==> src/hw/rtl/triangle_face_normal_defines.svh <==
// ----------------------------------------------------------------------------
// triangle_face_normal_defines
// assertion macros shared by the face normal rtl
// ----------------------------------------------------------------------------
`ifndef TRIANGLE_FACE_NORMAL_DEFINES_SVH
`define TRIANGLE_FACE_NORMAL_DEFINES_SVH

// same-cycle implication, clocked on aclk, off while in reset
`define TFN_ASSERT_IMP(lbl, ante, cons, msg) \
    lbl: assert property (@(posedge aclk) disable iff (!aresetn) (ante) |-> (cons)) \
        else $error(msg);

// next-cycle implication
`define TFN_ASSERT_NXT(lbl, ante, cons, msg) \
    lbl: assert property (@(posedge aclk) disable iff (!aresetn) (ante) |=> (cons)) \
        else $error(msg);

`endif

==> src/hw/rtl/tfn_pkg.sv <==
// ----------------------------------------------------------------------------
// tfn_pkg
// shared types and constants of the triangle face normal pipeline
// ----------------------------------------------------------------------------
package tfn_pkg;

    localparam int FIELD_W              = 16;
    localparam int NORM_W               = 16;
    localparam int COORD_WIDTH_DEF      = 16;
    localparam int NORMAL_FRAC_BITS_DEF = 14;
    localparam int CALC_W               = 32;
    localparam int LANES                = 3;

    typedef struct packed {
        logic signed [FIELD_W-1:0] a_x;
        logic signed [FIELD_W-1:0] a_y;
        logic signed [FIELD_W-1:0] a_z;
        logic signed [FIELD_W-1:0] b_x;
        logic signed [FIELD_W-1:0] b_y;
        logic signed [FIELD_W-1:0] b_z;
        logic signed [FIELD_W-1:0] c_x;
        logic signed [FIELD_W-1:0] c_y;
        logic signed [FIELD_W-1:0] c_z;
    } tri_t;

    typedef struct packed {
        logic signed [NORM_W-1:0] norm_x;
        logic signed [NORM_W-1:0] norm_y;
        logic signed [NORM_W-1:0] norm_z;
        logic                     degenerate;
    } normal_t;

    // per-stage control that travels with each beat
    typedef struct packed {
        logic valid;
        logic degenerate;
    } ctl_t;

endpackage

==> src/hw/rtl/tfn_isqrt.sv <==
// ----------------------------------------------------------------------------
// tfn_isqrt
// pipelined floor square root, one root bit per stage
// ----------------------------------------------------------------------------
module tfn_isqrt #(
    parameter int RW  = 34,
    parameter int SBW = 1
) (
    input  logic               aclk,
    input  logic               aresetn,
    input  logic               en,
    input  tfn_pkg::ctl_t      in_ctl,
    input  logic [2*RW-1:0]    in_val,
    input  logic [SBW-1:0]     in_side,
    output tfn_pkg::ctl_t      out_ctl,
    output logic [RW-1:0]      out_root,
    output logic [SBW-1:0]     out_side
);

    localparam int REMW = RW + 1;
    localparam int CURW = RW + 3;

    tfn_pkg::ctl_t     ctl_reg  [RW];
    logic [RW-1:0]     root_reg [RW];
    logic [REMW-1:0]   rem_reg  [RW];
    logic [2*RW-1:0]   op_reg   [RW];
    logic [SBW-1:0]    side_reg [RW];

    for (genvar k = 0; k < RW; k++) begin : g_stage
        tfn_pkg::ctl_t   ctl_prev;
        logic [RW-1:0]   root_prev;
        logic [REMW-1:0] rem_prev;
        logic [2*RW-1:0] op_prev;
        logic [SBW-1:0]  side_prev;
        logic [CURW-1:0] cur;
        logic [CURW-1:0] trial;
        logic [RW-1:0]   root_next;
        logic [REMW-1:0] rem_next;

        if (k == 0) begin : g_first
            assign ctl_prev  = in_ctl;
            assign root_prev = '0;
            assign rem_prev  = '0;
            assign op_prev   = in_val;
            assign side_prev = in_side;
        end else begin : g_rest
            assign ctl_prev  = ctl_reg[k-1];
            assign root_prev = root_reg[k-1];
            assign rem_prev  = rem_reg[k-1];
            assign op_prev   = op_reg[k-1];
            assign side_prev = side_reg[k-1];
        end

        // bring down the next two operand bits, try (4r + 1)
        // remainder never exceeds twice the root, so RW+1 bits hold it
        assign cur   = {rem_prev, op_prev[2*RW-1 -: 2]};
        assign trial = {1'b0, root_prev, 2'b01};

        always_comb begin
            if (cur >= trial) begin
                rem_next  = REMW'(cur - trial);
                root_next = {root_prev[RW-2:0], 1'b1};
            end else begin
                rem_next  = REMW'(cur);
                root_next = {root_prev[RW-2:0], 1'b0};
            end
        end

        always_ff @(posedge aclk) begin
            if (!aresetn) begin
                ctl_reg[k] <= '0;
            end else if (en) begin
                ctl_reg[k] <= ctl_prev;
            end
        end

        always_ff @(posedge aclk) begin
            if (en) begin
                root_reg[k] <= root_next;
                rem_reg[k]  <= rem_next;
                op_reg[k]   <= op_prev << 2;
                side_reg[k] <= side_prev;
            end
        end
    end

    assign out_ctl  = ctl_reg[RW-1];
    assign out_root = root_reg[RW-1];
    assign out_side = side_reg[RW-1];

endmodule

==> config.mk <==
export PLATFORM = sky130hd
export DESIGN_NAME = tfn_isqrt
export DESIGN_NICKNAME = d
export VERILOG_FILES = /design/src/hw/rtl/triangle_face_normal_defines.svh /design/src/hw/rtl/tfn_pkg.sv /design/src/hw/rtl/tfn_isqrt.sv
export SDC_FILE = /design/constraint.sdc
export NUM_CORES = 2
export LEC_CHECK = 0
export BUFFER_PORTS_ARGS = -buffer_cell sky130_fd_sc_hd__buf_4
export CORE_MARGIN = 2
export CORE_UTILIZATION = 62
export CTS_CLUSTER_DIAMETER = 60
export CTS_CLUSTER_SIZE = 40
export DETAILED_ROUTE_END_ITERATION = 10
export GPL_TIMING_DRIVEN = 0
export PLACE_DENSITY = 0.83
export SKIP_CTS_REPAIR_TIMING = 1
export SLEW_MARGIN = 20
export SYNTH_ARGS = -nofsm -noshare
export SYNTH_HDL_FRONTEND = slang
export SYNTH_MEMORY_MAX_BITS = 65536
export SYNTH_SLANG_ARGS = --single-unit
export TNS_END_PERCENT = 1
==> constraint.sdc <==
create_clock -name aclk -period 10.68 [get_ports aclk]
set_input_delay 0.534 -clock aclk [delete_from_list [all_inputs] [get_ports aclk]]
set_output_delay 0.534 -clock aclk [all_outputs]
set_load 0.03 [all_outputs]
==> Word level (Yosys, flattened, before mapping) <==
Memory sizes are Yosys's and may differ from the RTL's.
Index checks and enable logic that the tools add are counted.
{ "totals": {"memories": 5, "ram_bits": 4692, "elab_cells": 214, "out_inout_bits": 37, "register_bits": 0} }
{ "classes": {"bitwise": 34, "muxes": 107, "n_addsub": 34, "magnitude_cmp": 34} }
{ "mem_list": {"columns": ["name", "depth", "width", "read_ports", "rd_clocked_by_memory_dff", "wr", "line", "rtl"], "rows": [
  ["op_reg", 34, 66, 33, 0, 34, "tfn_isqrt.sv:26", "logic [2*RW-1:0] op_reg [RW];"],
  ["rem_reg", 34, 35, 33, 0, 34, "tfn_isqrt.sv:25", "logic [REMW-1:0] rem_reg [RW];"],
  ["root_reg", 34, 34, 34, 0, 34, "tfn_isqrt.sv:24", "logic [RW-1:0] root_reg [RW];"],
  ["ctl_reg", 34, 2, 34, 0, 34, "tfn_isqrt.sv:23", "tfn_pkg::ctl_t ctl_reg [RW];"],
  ["side_reg", 34, 1, 34, 0, 34, "tfn_isqrt.sv:27", "logic [SBW-1:0] side_reg [RW];"]
]} }
{ "ops": {"columns": ["operator", "count"], "rows": [
  ["37-bit by 36-bit greater-or-equal comparator with 1-bit output", 33],
  ["35-bit 2-to-1 mux", 34],
  ["35-bit subtractor", 33],
  ["2-bit 2-to-1 mux", 34],
  ["1-bit 2-to-1 mux", 39],
  ["1-bit bitwise OR", 34],
  ["2-bit by 1-bit subtractor with 3-bit output, second input constant", 1],
  ["2-bit by 1-bit greater-or-equal comparator with 1-bit output, second input constant", 1]
]} }

==> Depth between registers and ports, before layout <==
{ "depth": {"ltp_word": 4, "depth_mapped": 16, "depth_no_buf": 14} }

==> Least setup slack after synthesis <==
No wires, ideal clock.
{ "synth_timing": {"path_kind": "register to register", "from": "mem rem_reg[3][8] (netlist name)", "to": "mem rem_reg[4][30] (netlist name), data pin", "synth_period_minus_slack_ns": 3.833, "path_stages_with_launch": 13, "arrival_time_ns": 3.567, "required_ns": 10.414, "path_buffers": 1, "slack_ns": 6.847, "path_cell_list": "edfxtp_1 -> nor3_2 -> nand4b_1 -> or4_1 -> or4_1 -> or2_1 -> or4_4 -> or4_4 -> o21ai_1 -> or2_2 -> buf_6 -> nor3_1 -> xor2_1"} }
{ "synth_rtl": {"columns": ["item", "line"], "rows": [
  ["start: declaration", "tfn_isqrt.sv:25"]
]} }

==> flow_summary.ini <==
[status]
status = finished, final reports clean

[layout]
stdcell_area_um2 = 145800
drive_gt1_share_pct = 5.428
register_area_um2 = 87710
layout_commonest_cell = edfxtp_1
finalNonFillerCells = 13580
largest_reg_flops = 1122
areaGrowthSynthToFinish_pct = 9.083
multi_input_area_um2 = 42140
nets = 11300
nFillCells = 14700
postLayoutCoreUtil_pct = 67.99
layout_common_cells = edfxtp_1, inv_1, nand2_1, ha_1, o21ai_0

[worst_setup_path]
path_class = register to register
crit_path_end_kind = register
reg2reg_from = root_reg[28][8]
cp_max_fo = 10
crit_chain = inv_1 -> ha_1 -> clkbuf_1 -> a21oi_1 -> o22ai_1 -> a211oi_1 -> a211oi_1 -> nor4b_1 -> o31ai_1 -> nand4_1 -> and2_1 -> clkbuf_1 -> clkbuf_1 -> buf_1 -> o21ai_0
r2r_cells = 15
cp-startpoint = root_reg[28][8]
crit_top_cell = clkbuf_1
reg2reg_slack_ns = 5.48
cp-start-kind = register
crit_arrival_ns = 5.73
max_stage_delay_ns = 0.77
required_ns = 11.21
cp_slowest_cell = nor4b_1

[power_and_ir_drop]
combPwrFrac_pct = 22.1
leakage_uw = 0.05556
p_sw_uw = 8999
intPower_uw = 20680
p_sw_share_pct = 30.32
p_clk_share_pct = 25.8
p_seq_share_pct = 52.1
power_density_nw_per_um2 = 203.6
ir_worst_vdd_uv = 186.6

[clock_network]
htreeDepth = 4
numCtsBuffers = 175
cts.path.max_buffers = 3
cts_sinks = 2921
cts_tree = built
clk_pin_slew_ns = 0.10
clk_latency_ns = 0.86
root_buffer = clkbuf_16

[detailed_routing]
drc = 0
drtPass1Iterations = 9
final_antenna_net_count = 0
viasPerCell = 5.899
num_vias = 80100
drtIter0Drc = 7289
finalWirelength_mm = 272.1
wl_per_cell_um = 20.04

[yosys]
avgSynthCellArea_um2 = 13.09
synth_cells = 10210
synth_top_cells_by_area = edfxtp_1, ha_1, xor2_1
ys.flop_type = edfxtp_1
yosysTopAreaCell = edfxtp_1
yosys_register_bits = 2921
synth_edf_count = 2921
synth-seq-area-share_pct = 65.63
async_reset_ff_share_pct = 0
syn_nets = 10920
yosysTopAreaCellShare_pct = 65.63
synth_area_um2 = 133600
synth_cell_type_count = 86
yosys_warnings = 0

[placement]
place_ws_ns = 4.657
port_buffers = 109
gp_congestion = 0.9101
placed_cell_area_um2 = 138600
hpwl_mm = 197.0
dp.cells = 13180

[timing]
max_slew_margin_pct = 20.63
worst-slew-pin-transition_ns = 1.175
fin_setup_tns_ns = 0
fin_crit_ns = 5.203
rsz0062_at_grt = no
hold_viol = 0
setup_viol = 0
slew_violations = 0
setup_ws_ns = 5.477
clock_skew_ns = 0.07013
period_share_pct = 48.72
clock.fmax_ghz = 0.1922

[job]
cap_violations = 0

[global_routing]
grt_overflow = 0
grt_use_total_pct = 24.46
grt_pass1_wl_mm = 423.6
grt_pass1_vias = 78010
antenna_found_initial = 2
grt_max_degree = 171

[floorplan]
core_area_um2 = 214400
start_util_pct = 62.33
io_pins = 111
row_count = 170
fp.dieArea_um2 = 219300
die_w_um = 468.3
die_h_um = 468.3

[min_path]
hp-start = en
holdPathStages = 1
hp-class = input port to register
cell type report:
| cell class | instances | share of cell area (%) |
|---|---|---|
| clock buffers | 188 | 3.110 |
| clock inverters | 138 | 1.291 |
| multi-input cells | 6281 | 28.91 |
| repair buffers | 203 | 1.466 |
| flip-flops and latches | 2921 | 60.17 |
| diodes | 1 | 0.001717 |
| plain buffers | 188 | 0.5021 |
| well taps | 2838 | 2.436 |
| inverters | 821 | 2.114 |
worst max-delay path, delay by kind of cell (launching register included):
kind / cells / cell delay [ns]
buffers and inverters: 5 / 1.73
DFF: 1 / 0.43
adders and majority gates: 1 / 0.22
and+or+nand+nor: 3 / 1.10
AOI/OAI and AO/OA: 6 / 1.42
power groups by stage:
| stage | clock, uW | sequential (uW) | combinational, uW |
|---|---|---|---|
| 3_5_place_dp | 0 | 15700 | 6430 |
| 3_3_place_gp | 0 | 16200 | 6260 |
| 2_1_floorplan | 0 | 15200 | 4720 |
| 6_report | 7670 | 15500 | 6550 |
| 4_1_cts | 7860 | 15500 | 6480 |
| 5_1_grt | 8240 | 15600 | 7300 |
cells in the mapped netlist, drive strengths merged, types with 136 or more instances:
cell type,number
xor2,495
inv,821
nor2,548
nor3,256
nand2,796
nand2b,136
a21oi,553
nor4,138
ha,631
xnor2,422
o21ai,615
nand3,151
clkbuf,165
edfxtp,2921
a21o,257
final timing paths:
check	end
min	op_reg[1][6]
max reg2reg	rem_reg[29][26]
min reg2reg	op_reg[15][56]
max	rem_reg[29][26]
logic make-up (layout without fill, tap and decap cells):
kind of cell             after synthesis  count (layout)  share of synthesized area, %
AO/OA/AOI/OAI                       1969            1969                         9.028
XOR/XNOR                             917             917                         6.010
adder cells (fa/ha/maj)              631             631                         5.908
buffers and inverters               1009            1538                         2.854
flip-flops                          2921            2921                         65.63
multiplexers                          82              82                        0.6713
other                                  1               2                      0.002806
AND/OR/NAND/NOR                     2681            2681                         9.892
per-stage QoR:
stage               hold slack (ns)  total power (uW)
finish                      0.07412             29680
global route                0.05697             31140
CTS                         -0.2235             29810
detailed placement           0.4045             22140
global placement             0.4002             22440
floorplan                    0.4003             19960
metal layers:
| layer | share of wire [%] | global-route usage [%] | vias to the layer above |
|---|---|---|---|
| met5 | 0 | 0 | - |
| met4 | 3.1 | 7.391 | 0 |
| met3 | 4.4 | 2.774 | 492 |
| met2 | 51 | 42.92 | 2222 |
| met1 | 42 | 32.08 | 38970 |
| li1 | - | - | 38420 |
No activity file was read; power rests on OpenSTA's default activity.
